[src/hdl/tws_pkg.sv]
// shared types and constants for the two-wire sensor slave
`timescale 1ns / 1ps

package tws_pkg;

   localparam int WORD_WIDTH      = 16;
   localparam int CSR_INDEX_WIDTH = 2;
   localparam int BIT_CNT_WIDTH   = 3;

   localparam logic [CSR_INDEX_WIDTH-1:0] CSR_HUMIDITY    = 2'd0;
   localparam logic [CSR_INDEX_WIDTH-1:0] CSR_TEMPERATURE = 2'd1;

   localparam logic [WORD_WIDTH-1:0] CMD_HUMIDITY    = 16'd5;
   localparam logic [WORD_WIDTH-1:0] CMD_TEMPERATURE = 16'd3;

   localparam logic [BIT_CNT_WIDTH-1:0] BIT_FIRST = 3'd0;
   localparam logic [BIT_CNT_WIDTH-1:0] BIT_LAST  = 3'd7;

   // protocol phases, one-hot
   typedef enum logic [9:0] {
      PH_IDLE     = 10'b00_0000_0001,
      PH_START    = 10'b00_0000_0010,
      PH_READ     = 10'b00_0000_0100,
      PH_ACK      = 10'b00_0000_1000,
      PH_ACK_DONE = 10'b00_0001_0000,
      PH_WR_LO    = 10'b00_0010_0000,
      PH_WR7_DONE = 10'b00_0100_0000,
      PH_WAIT_ACK = 10'b00_1000_0000,
      PH_WR_HI    = 10'b01_0000_0000,
      PH_DONE     = 10'b10_0000_0000
   } phase_type;

   // one response
   typedef struct packed {
      logic pull_data_low;
      logic in_transfer;
      logic no_ack_abort;
   } rsp_type;

endpackage

[src/hdl/two_wire_sensor_slave.sv]
// top level of the two-wire sensor slave: line decoder, phase machine and response buffer
`timescale 1ns / 1ps

// a response is registered into the head entry, or into the skid entry while the head is stalled
// throughput: one request per cycle while req_ready is high; the phase machine updates once per request
// a two-entry response buffer keeps req_ready high while one response waits
// reset (synchronous, active high): idle phase, lines seen high, line released,
// both sensor words zero, response buffer empty

module two_wire_sensor_slave
   import tws_pkg::*;
(
   input  logic                       clock,
   input  logic                       reset,
   // sampled line levels
   input  logic                       req_valid,
   output logic                       req_ready,
   input  logic                       req_clock_line,
   input  logic                       req_data_line,
   // per-sample response
   output logic                       rsp_valid,
   input  logic                       rsp_ready,
   output logic                       rsp_pull_data_low,
   output logic                       rsp_in_transfer,
   output logic                       rsp_no_ack_abort,
   // register writes
   input  logic                       csr_valid,
   output logic                       csr_ready,
   input  logic [CSR_INDEX_WIDTH-1:0] csr_index,
   input  logic [WORD_WIDTH-1:0]      csr_wdata
);

   // sensor words
   logic [WORD_WIDTH-1:0] humidity_ff, humidity_in;
   logic [WORD_WIDTH-1:0] temperature_ff, temperature_in;

   // protocol state
   phase_type              phase_ff, phase_in;
   logic [BIT_CNT_WIDTH-1:0] bit_cnt_ff, bit_cnt_in;
   logic [WORD_WIDTH-1:0]  shift_ff, shift_in;
   logic                   prev_clock_ff, prev_clock_in;
   logic                   prev_data_ff, prev_data_in;
   logic                   drive_low_ff, drive_low_in;

   // response buffer: head plus one skid entry
   rsp_type head_ff, head_in;
   rsp_type skid_ff, skid_in;
   logic    head_valid_ff, head_valid_in;
   logic    skid_valid_ff, skid_valid_in;

   logic    req_fire;
   logic    rsp_fire;
   logic    abort;
   rsp_type rsp_new;

   logic clk_rise, clk_fall, dat_rise, dat_fall;

   assign csr_ready = 1'b1;
   assign req_ready = !skid_valid_ff;
   assign req_fire  = req_valid && req_ready;
   assign rsp_valid = head_valid_ff;
   assign rsp_fire  = head_valid_ff && rsp_ready;

   assign rsp_pull_data_low = head_ff.pull_data_low;
   assign rsp_in_transfer   = head_ff.in_transfer;
   assign rsp_no_ack_abort  = head_ff.no_ack_abort;

   // register writes, unknown indexes dropped
   always_comb begin
      humidity_in    = humidity_ff;
      temperature_in = temperature_ff;
      if (csr_valid && csr_ready) begin
         case (csr_index)
            CSR_HUMIDITY:    humidity_in    = csr_wdata;
            CSR_TEMPERATURE: temperature_in = csr_wdata;
            default:         ;
         endcase
      end
   end

   // edges against the previous sample
   assign clk_rise = !prev_clock_ff &&  req_clock_line;
   assign clk_fall =  prev_clock_ff && !req_clock_line;
   assign dat_rise = !prev_data_ff  &&  req_data_line;
   assign dat_fall =  prev_data_ff  && !req_data_line;

   // phase machine, advanced once per accepted sample
   always_comb begin
      phase_in      = phase_ff;
      bit_cnt_in    = bit_cnt_ff;
      shift_in      = shift_ff;
      drive_low_in  = drive_low_ff;
      prev_clock_in = prev_clock_ff;
      prev_data_in  = prev_data_ff;
      abort         = 1'b0;

      if (req_fire) begin
         prev_clock_in = req_clock_line;
         prev_data_in  = req_data_line;
         case (phase_ff)
            PH_IDLE: begin
               // start condition part one: data falls with clock high
               if (dat_fall && req_clock_line) begin
                  phase_in     = PH_START;
                  drive_low_in = 1'b0;
               end
            end
            PH_START: begin
               if (dat_rise) begin
                  if (req_clock_line) begin
                     phase_in   = PH_READ;
                     bit_cnt_in = BIT_FIRST;
                  end else begin
                     phase_in     = PH_IDLE;
                     drive_low_in = 1'b0;
                  end
               end
            end
            PH_READ: begin
               // command bits, msb first, on clock rise
               if (clk_rise) begin
                  if (bit_cnt_ff == BIT_FIRST) begin
                     shift_in = {{(WORD_WIDTH-1){1'b0}}, req_data_line};
                  end else begin
                     shift_in = {shift_ff[WORD_WIDTH-2:0], req_data_line};
                  end
                  if (bit_cnt_ff == BIT_LAST) begin
                     phase_in = PH_ACK;
                  end else begin
                     bit_cnt_in = bit_cnt_ff + 3'd1;
                  end
               end
            end
            PH_ACK: begin
               if (clk_fall) begin
                  drive_low_in = 1'b1;
                  phase_in     = PH_ACK_DONE;
               end
            end
            PH_ACK_DONE: begin
               // release ack and decode the command
               if (clk_fall) begin
                  drive_low_in = 1'b0;
                  bit_cnt_in   = BIT_FIRST;
                  if (shift_ff == CMD_HUMIDITY) begin
                     shift_in = humidity_ff;
                     phase_in = PH_WR_LO;
                  end else if (shift_ff == CMD_TEMPERATURE) begin
                     shift_in = temperature_ff;
                     phase_in = PH_WR_LO;
                  end else begin
                     phase_in = PH_IDLE;
                  end
               end
            end
            PH_WR_LO, PH_WR_HI: begin
               // word bits msb first on clock fall, open drain
               if (clk_fall) begin
                  drive_low_in = !shift_ff[WORD_WIDTH-1];
                  shift_in     = {shift_ff[WORD_WIDTH-2:0], 1'b0};
                  if (bit_cnt_ff == BIT_LAST) begin
                     phase_in = (phase_ff == PH_WR_LO) ? PH_WR7_DONE : PH_DONE;
                  end else begin
                     bit_cnt_in = bit_cnt_ff + 3'd1;
                  end
               end
            end
            PH_WR7_DONE: begin
               if (clk_fall) begin
                  drive_low_in = 1'b0;
                  phase_in     = PH_WAIT_ACK;
               end
            end
            PH_WAIT_ACK: begin
               // master ack sampled on clock rise; high means no ack
               if (clk_rise) begin
                  drive_low_in = 1'b0;
                  if (req_data_line) begin
                     phase_in = PH_IDLE;
                     abort    = 1'b1;
                  end else begin
                     phase_in   = PH_WR_HI;
                     bit_cnt_in = BIT_FIRST;
                  end
               end
            end
            PH_DONE: begin
               if (clk_fall) begin
                  phase_in     = PH_IDLE;
                  drive_low_in = 1'b0;
               end
            end
            default: begin
               phase_in     = PH_IDLE;
               drive_low_in = 1'b0;
            end
         endcase
      end
   end

   assign rsp_new.pull_data_low = drive_low_in;
   assign rsp_new.in_transfer   = (phase_in != PH_IDLE);
   assign rsp_new.no_ack_abort  = abort;

   // response buffer; a push never meets a full skid entry
   always_comb begin
      head_in       = head_ff;
      skid_in       = skid_ff;
      head_valid_in = head_valid_ff;
      skid_valid_in = skid_valid_ff;
      if (rsp_fire) begin
         if (skid_valid_ff) begin
            head_in       = skid_ff;
            skid_valid_in = 1'b0;
         end else begin
            head_valid_in = req_fire;
            head_in       = rsp_new;
         end
      end else if (req_fire) begin
         if (head_valid_ff) begin
            skid_in       = rsp_new;
            skid_valid_in = 1'b1;
         end else begin
            head_in       = rsp_new;
            head_valid_in = 1'b1;
         end
      end
   end

   always_ff @(posedge clock) begin
      if (reset) begin
         humidity_ff    <= '0;
         temperature_ff <= '0;
         phase_ff       <= PH_IDLE;
         bit_cnt_ff     <= BIT_FIRST;
         shift_ff       <= '0;
         prev_clock_ff  <= 1'b1;
         prev_data_ff   <= 1'b1;
         drive_low_ff   <= 1'b0;
         head_valid_ff  <= 1'b0;
         skid_valid_ff  <= 1'b0;
      end else begin
         humidity_ff    <= humidity_in;
         temperature_ff <= temperature_in;
         phase_ff       <= phase_in;
         bit_cnt_ff     <= bit_cnt_in;
         shift_ff       <= shift_in;
         prev_clock_ff  <= prev_clock_in;
         prev_data_ff   <= prev_data_in;
         drive_low_ff   <= drive_low_in;
         head_valid_ff  <= head_valid_in;
         skid_valid_ff  <= skid_valid_in;
      end
   end

   // response payload, no reset needed
   always_ff @(posedge clock) begin
      head_ff <= head_in;
      skid_ff <= skid_in;
   end

endmodule

[config.mk]
export PLATFORM = sky130hd
export DESIGN_NAME = two_wire_sensor_slave
export DESIGN_NICKNAME = d
export VERILOG_FILES = /design/src/hdl/tws_pkg.sv /design/src/hdl/two_wire_sensor_slave.sv
export SDC_FILE = /design/constraint.sdc
export NUM_CORES = 1
export LEC_CHECK = 0
export ABC_CLOCK_PERIOD_IN_PS = 5900
export BUFFER_PORTS_ARGS = -buffer_cell sky130_fd_sc_hd__buf_2
export CAP_MARGIN = 20
export CORE_MARGIN = 8
export CORE_UTILIZATION = 64
export DETAILED_ROUTE_END_ITERATION = 12
export PLACE_DENSITY = 0.84
export RECOVER_POWER = 50
export SLEW_MARGIN = 20
export SYNTH_ARGS = -nofsm -noshare
export SYNTH_HDL_FRONTEND = slang
export SYNTH_SLANG_ARGS = --single-unit
[constraint.sdc]
create_clock -name clock -period 5.9 [get_ports clock]
set_input_delay 1.18 -clock clock [delete_from_list [all_inputs] [get_ports clock]]
set_output_delay 1.18 -clock clock [all_outputs]
set_load 0.01 [all_outputs]
==> results of run 1 <==
[registers in the layout (all words and copies together), names as in the netlist]
name	cells
rsp_pull_data_low	1
bit_cnt_ff	3
drive_low_ff	1
prev_clock_ff	1
rsp_no_ack_abort	1
skid_ff	3
shift_ff	16
prev_data_ff	1
rsp_valid	1
temperature_ff	16
humidity_ff	16
rsp_in_transfer	1
skid_valid_ff	1
phase_ff	10
[stage by stage]
stage | setup WS, ns | instances | cell area, um2 | hold WS (ns)
2_1_floorplan | 2.794 | 475 | 3776 | 0.4357
6_report | 2.630 | 563 | 4099 | 0.4540
3_5_place_dp | 2.499 | 547 | 3889 | 0.4456
3_3_place_gp | 2.553 | 547 | 3889 | 0.4419
4_1_cts | 2.594 | 563 | 4100 | 0.4564
5_1_grt | 2.292 | 563 | 4099 | 0.4763
[critical path, stage by stage (launching register included)]
cell	delay (ns)
dfxtp_1	0.43
nor4_2	0.85
nand4b_1	0.46
and2_0	0.38
o21ai_1	0.59
a21oi_1	0.16
a211oi_1	0.27
[area by class of cell]
class	instances	area, um2
Fill cell	489	1717
Sequential cell	72	1501
Clock buffer	13	190.2
Inverter	8	30.03
Clock inverter	3	21.27
Tap cell	75	93.84
Timing Repair Buffer	32	161.4
Multi-Input combinational cell	360	2101
[synthesized netlist by cell type (all sizes together), types with 2 or more instances]
library cell,count,area share
and2,2,0.0033
nand2b,4,0.0066
nor2,54,0.054
a22oi,2,0.0040
a211o,2,0.0046
nor3b,5,0.0099
or4,2,0.0050
a21o,2,0.0040
nor4b,3,0.0070
a31oi,4,0.0066
xor2,2,0.0046
nor4,7,0.017
clkbuf,22,0.022
inv,8,0.0080
nand4,8,0.015
o21bai,2,0.0040
and3b,3,0.0070
ha,3,0.0099
nand2,82,0.082
or3b,3,0.0070
and3,4,0.0066
or2,2,0.0033
nor3,5,0.0066
dfxtp,66,0.35
a22o,3,0.0070
or3,2,0.0033
o211ai,2,0.0053
nor2b,9,0.015
nand3b,4,0.0080
nand4b,3,0.0070
mux2i,16,0.042
xnor2,4,0.0093
buf,13,0.020
nand3,8,0.011
a211oi,17,0.034
o21ai,13,0.018
edfxtp,6,0.048
a21oi,62,0.082
[cells by family after synthesis]
logic type / count (synthesis) / synth area share
AOI/OAI and AO/OA: 120 / 0.2011
xor gates and xnor gates: 6 / 0.01392
adders and majority gates: 3 / 0.009941
buffers and inverters: 43 / 0.04937
DFF: 72 / 0.3976
muxes: 17 / 0.04539
other: 1 / 0.0009931
and+or+nand+nor: 213 / 0.2816
[power by group]
| group | switching [mW] | internal (mW) | leakage, nW |
|---|---|---|---|
| combinational | 0.0547 | 0.0330 | 0.684 |
| clock | 0.181 | 0.213 | 0.107 |
| sequential | 0.0120 | 0.506 | 0.590 |
[metal layers]
layer | global-route usage | share of wire | up-vias
met4 | 0.1101 | 0.033 | 0
li1 | - | - | 1694
met1 | 0.2380 | 0.42 | 1585
met3 | 0.05178 | 0.060 | 39
met5 | 0 | 0 | -
met2 | 0.3479 | 0.49 | 141
[worst max-delay path by stage]
| stage | to | slack (ns) | depth (start not counted) |
|---|---|---|---|
| finish | shift_ff[10] | 2.63 | 6 |
| global placement | shift_ff[11] | 2.55 | 6 |
| detailed placement | shift_ff[3] | 2.50 | 6 |
| global route | shift_ff[3] | 2.29 | 6 |
| CTS | shift_ff[3] | 2.59 | 7 |
| floorplan | rsp_in_transfer | 2.79 | 7 |
==> impl_metrics.toml, run 1 <==
[yosys]
syn-num-nets = 503
synth_cells = 475
synthFlopType = "dfxtp_1"
syn_avg_cell_area_um2 = 7.950
ys_ff_latch = 72
synth_edf_count = 6
ys_types = 67
synth-async-reset-ratio = 0
yosysWarnings = 0
syn_area_um2 = 3776
synth-seq-area-share = 0.3976

[min_path]
hold_end = "temperature_ff[10]"
holdPathStages = 2
min_from = "temperature_ff[10]"
hold_class = "reg -> reg"

[sta]
maxSlewHeadroom = -0.8201
hold_viol_final = 0
finalClockSkew_ns = 0.007218
rsz0062_at_grt = "no"
finalSetupViolCount = 0
period_share = 0.5542
fin_tns_setup_ns = 0
slew_viol_final = 67
layout_min_cycle_time_ns = 3.270
tightest_slew_ns = 2.730
fmax_mhz = 305.8

[global_route]
grt_antenna_before_repair = 0
grt_pass1_vias = 3354
grtUsageTotal = 0.2075
grt_pass1_wl_mm = 14.88
grt_max_degree = 67
grt_overflow = 0

[setup_path]
path_class = "reg -> reg"
reg2reg_to = "shift_ff[10]"
critPathCaptureType = "flop"
r2r_start = "phase_ff[9]"
startpoint = "phase_ff[9]"
cp.arrival_ns = 3.49
start_kind = "flop"
r2r_slack_ns = 2.63
r2r_cells = 6
critPathMaxFanout = 15
worstPathRequired_ns = 6.12

[cells_and_area]
final_common_cell = "nand2_1"
diodes = 0
layout_common_cells = "81 x nand2_1, 66 x dfxtp_1, 62 x a21oi_1, 53 x nor2_1, 24 x buf_2"
final_util = 0.7048
nets = 511
area_delta_synth_final_pct = 8.549
drive_gt1_frac = 0.1168

[run_status]
status = "finished, violations left"
violations = "capacitance limit, slew limit"

[pwr]
finalPower_mw = 1.001
irDropWorstVdd_v = 0.0002399
power.density_nw_per_um2 = 244.1
p_leak_nw = 1.380

[drt]
dr.pass1.iters = 5
drc_errors = 0
wl_per_cell_um = 15.60
routed_wl_mm = 8.780
num_vias = 3459
antenna_left = 0
drt-initial-drc-count = 247
routed_via_density = 6.144

[clock_network]
post_cts_resized = 0
cts_setup_buffers = 0
clkLatencyLatePin_ns = 0.34
numCtsBuffers = 9
cts_tree = "done"
htree_levels = 3
ctsHoldBuffers = 0
cts-root-buf = "clkbuf_8"
clkSinkCount = 72
path_clk_slew_ns = 0.07
clockBufferDepth = 2

[flow_run]
drv_cap = 1

[floorplan]
die_x_um = 92.81
io_pins = 31
rows = 28
die_h_um = 92.81
start_util = 0.6493
core_region_area_um2 = 5816
die_area_um2 = 8614

[placed_design]
gp_congestion = 1.012
dpl.hpwl_mm = 6.107
numPortBuffers = 29
Note: power is estimated with default switching activity, not from simulation.
==> run 2, diff against run 1 <==
ABC_CLOCK_PERIOD_IN_PS = 3000   (was 5900)
CORE_UTILIZATION = 54   (was 64)
PLACE_DENSITY = 0.76   (was 0.84)
clock period = 3 ns   (was 5.9 ns; I/O delays follow)
==> run 2 against run 1 <==
- the run now ends clean
- worst hold slack better by 0.0019 ns
- via count unchanged
- largest cell class unchanged
- non-clock buffer count up 12
- fmax is 25% higher
==> impl_metrics.toml, run 2 (synthesized netlist as in run 1, its figures left out) <==
[run_status]
status = "complete, no violations"

[drt]
num_vias = 3459
dr.pass1.iters = 7
wl_per_cell_um = 15.83
antenna_left = 0
drc_errors = 0
routed_via_density = 5.804
drt-initial-drc-count = 137
routed_wl_mm = 9.436

[placed_design]
dpl.hpwl_mm = 6.698
pre_cts_ws_ns = 0.3385
gp_congestion = 0.9631
numPortBuffers = 29

[clock_network]
path_clk_slew_ns = 0.08
numCtsBuffers = 9
htree_levels = 3
clkSinkCount = 72
cts_tree = "done"
post_cts_resized = 0
clockBufferDepth = 2
clkLatencyLatePin_ns = 0.34
ctsHoldBuffers = 0
cts_setup_buffers = 0
cts-root-buf = "clkbuf_8"

[pwr]
p_leak_nw = 1.420
power.density_nw_per_um2 = 450.8
irDropWorstVdd_v = 0.0003786

[sta]
layout_setup_ws_ns = 0.3803
fin_tns_setup_ns = 0
finalClockSkew_ns = 0.01040
layout_min_cycle_time_ns = 2.620
finalSetupViolCount = 0
tightest_slew_ns = 0.6673
rsz0062_at_grt = "no"
period_share = 0.8732
holdWs_ns = 0.4559
hold_viol_final = 0
fmax_mhz = 381.7
slew_viol_final = 0
maxSlewHeadroom = 0.5538

[global_route]
grt_pass1_vias = 3374
grt_overflow = 0
grt_pass1_wl_mm = 16.32
grtUsageTotal = 0.1996
grt_max_degree = 39
grt_antenna_before_repair = 0

[floorplan]
io_pins = 31
die_area_um2 = 9925
rows = 30
start_util = 0.5558
die_h_um = 99.63
die_x_um = 99.63
core_region_area_um2 = 6794

[setup_path]
critPathCaptureType = "flop"
critPathMaxFanout = 11
start_kind = "flop"
cp.arrival_ns = 2.71
worstPathRequired_ns = 3.09
path_class = "reg -> reg"

[cells_and_area]
nFillCells = 622
final_common_cell = "nand2_1"
final_util = 0.6138
area_delta_synth_final_pct = 10.44
drive_gt1_frac = 0.1360
layout_common_cells = "81 x nand2_1, 66 x dfxtp_1, 62 x a21oi_1, 53 x nor2_1, 26 x buf_2"
diodes = 0
reg_top3 = "humidity_ff: 16 flops, shift_ff: 16 flops, temperature_ff: 16 flops"
nets = 523

[min_path]
hold_class = "reg -> reg"

[flow_run]
drv_cap = 0
## run 2: cell count changes in the layout (fill, tap and decap cells not counted), sizes merged
| cell | delta |
|---|---|
| buf | +12 |
| clkbuf | -3 |
| clkinv | +2 |
| inv | +1 |
## run 2: layout make-up
class                           count  area, um2  area share
Sequential cell                    72       1501      0.3600
Tap cell                           96      120.1     0.02880
Multi-Input combinational cell    360       2101      0.5037
Clock buffer                       10      127.6     0.03060
Inverter                            8      30.03    0.007201
Timing Repair Buffer               44      246.5     0.05911
Clock inverter                      6      43.79     0.01050
## run 2: stage by stage
step | cell area, um2 | instances | total power [mW]
after global routing | 4170 | 596 | 1.965
after global placement | 4010 | 580 | 1.218
after CTS | 4182 | 596 | 1.895
after detailed placement | 4010 | 580 | 1.223
after floorplan | 3776 | 475 | 1.157
final | 4170 | 596 | 1.880
## run 2: metal layers
layer | GRT usage | part of all wire | vias to the layer above
li1 | - | - | 1720
met1 | 0.2416 | 0.44 | 1573
met2 | 0.3295 | 0.47 | 133
met3 | 0.04190 | 0.061 | 33
met4 | 0.09430 | 0.033 | 0
met5 | 0 | 0 | -
## run 2: worst paths after layout
| path | start | end | slack, ns | cells after the start |
|---|---|---|---|---|
| max reg2reg | skid_valid_ff | rsp_in_transfer | 0.38 | 8 |
| max | skid_valid_ff | rsp_in_transfer | 0.38 | 8 |
| min | temperature_ff[1] | temperature_ff[1] | 0.46 | 2 |
| min reg2reg | temperature_ff[1] | temperature_ff[1] | 0.46 | 2 |
## run 2: power breakdown
| part | leakage, nW | internal, mW | total (mW) | switching [mW] |
|---|---|---|---|---|
| Combinational | 0.744 | 0.0699 | 0.182 | 0.112 |
| Sequential | 0.590 | 0.996 | 1.02 | 0.0218 |
| Clock | 0.0866 | 0.303 | 0.680 | 0.377 |
| Total | 1.42 | 1.37 | 1.88 | 0.511 |
## run 2: worst max-delay path: stages, from the launching register on
cell	delay [ns]
dfxtp_1	0.44
nand2b_1	0.20
clkbuf_1	0.52
nor2_1	0.16
nand3_1	0.17
and3_1	0.19
nand4_1	0.17
a2111oi_4	0.40
a31oi_1	0.12
==> run 3, diff against run 2 <==
REMOVE_ABC_BUFFERS = 1   (was default)
==> run 3 against run 2 <==
- first-iteration DRC count grew 47%
- cell count shrank 0.34%
- flip-flop and latch count is the same
- clock skew is essentially flat
- via count grew 1.4%
==> impl_metrics.toml, run 3 (synthesized netlist as in run 1, its figures left out) <==
[run_status]
status = "complete, no violations"

[setup_path]
critPathMaxFanout = 32
start_kind = "flop"
worstPathRequired_ns = 3.24
cpPeakStageDelay_ns = 0.51
cpMaxStageDelayCell = "nand4b_1"
path_class = "reg -> reg"
cp.arrival_ns = 2.94
critPathCaptureType = "flop"
worstPathCellList = "nor4_1 -> nand4b_1 -> a31oi_1 -> a21oi_1 -> nor2_2 -> buf_4 -> nor2_1 -> a211oi_1"

[placed_design]
numPortBuffers = 29
gp_congestion = 1.027
dpl.cell_count = 578
dpl.hpwl_mm = 6.947

[drt]
routed_wl_mm = 9.808
wl_per_cell_um = 16.51
routed_via_density = 5.907
drt-initial-drc-count = 201
dr.pass1.iters = 5
drc_errors = 0
num_vias = 3509
antenna_left = 0

[cells_and_area]
final_common_cell = "nand2_1"
regArea_um2 = 1501
diodes = 0
area_delta_synth_final_pct = 11.43
nFillCells = 631
reg_top3 = "humidity_ff: 16 flops, shift_ff: 16 flops, temperature_ff: 16 flops"
layout_common_cells = "81 x nand2_1, 66 x dfxtp_1, 62 x a21oi_1, 53 x nor2_1, 26 x buf_2"
stdcell_count = 594
nets = 521
drive_gt1_frac = 0.1386
multi_input_area_um2 = 2101

[clock_network]
cts_tree = "done"
post_cts_resized = 0
clkSinkCount = 72
numCtsBuffers = 9
cts-root-buf = "clkbuf_8"
cts_setup_buffers = 0
clockBufferDepth = 2
clkLatencyLatePin_ns = 0.34
ctsHoldBuffers = 0
htree_levels = 3
path_clk_slew_ns = 0.08

[floorplan]
io_pins = 31
start_util = 0.5558
core_region_area_um2 = 6794
die_area_um2 = 9925
die_h_um = 99.63
rows = 30
die_x_um = 99.63

[sta]
rsz0062_at_grt = "no"
tightest_slew_ns = 1.333
hold_viol_final = 0
finalSetupViolCount = 0
maxSlewHeadroom = 0.1111
period_share = 0.8984
fmax_mhz = 371.0
slew_viol_final = 0
finalClockSkew_ns = 0.01029
layout_min_cycle_time_ns = 2.695
fin_tns_setup_ns = 0

[global_route]
grt_overflow = 0
grt_pass1_wl_mm = 16.30
grt_max_degree = 39
grt_antenna_before_repair = 0
grt_pass1_vias = 3411
grtUsageTotal = 0.2051

[pwr]
irDropWorstVdd_v = 0.0003478
p_leak_nw = 1.441
power.density_nw_per_um2 = 486.7

[min_path]
hold_class = "reg -> reg"

[flow_run]
drv_cap = 0
run 3: path summary, 6_finish.rpt:
path	startpoint	endpoint	slack, ns	cells after the start
setup / recovery	phase_ff[0]	shift_ff[2]	0.30	8
hold / removal	humidity_ff[4]	humidity_ff[4]	0.46	2
setup reg to reg	phase_ff[0]	shift_ff[2]	0.30	8
hold reg to reg	humidity_ff[4]	humidity_ff[4]	0.46	2
run 3: power by group:
| part | switching (mW) | internal [mW] |
|---|---|---|
| logic | 0.110 | 0.0696 |
| clock network | 0.374 | 0.475 |
| registers | 0.0242 | 0.996 |
| total | 0.508 | 1.54 |
run 3: cell type report:
class                      instances  area share
clock inverter                     6     0.02171
sequential                        72      0.3568
multi-input combinational        360      0.4993
tap                               96     0.02855
clock buffer                      10     0.03033
timing repair buffer              42     0.05620
inverter                           8    0.007136
run 3: worst max-delay path: cells and delay by family, from the launching register on:
kind,cells,cell delay [ns]
buffers and inverters,1,0.31
AOI/OAI and AO/OA,3,0.67
DFF,1,0.47
and+or+nand+nor,4,1.13
run 3: metal layers:
metal	global-route usage	part of all wire
met1	0.2339	0.42
met2	0.3404	0.48
met3	0.05866	0.066
met4	0.1071	0.038
met5	0	0
run 3: metrics by stage:
stage	util	hold slack (ns)	total power, mW	worst slack (ns)	instance area, um2
floorplan	-	0.4296	1.138	-0.4664	3620
global placement	0.5899	0.4420	1.224	0.3362	4008
detailed placement	0.5899	0.4467	1.224	0.3337	4008
CTS	0.6221	0.4576	2.065	0.3587	4227
global route	0.6193	0.4711	2.131	0.08110	4208
finish	0.6193	0.4561	2.048	0.3047	4208
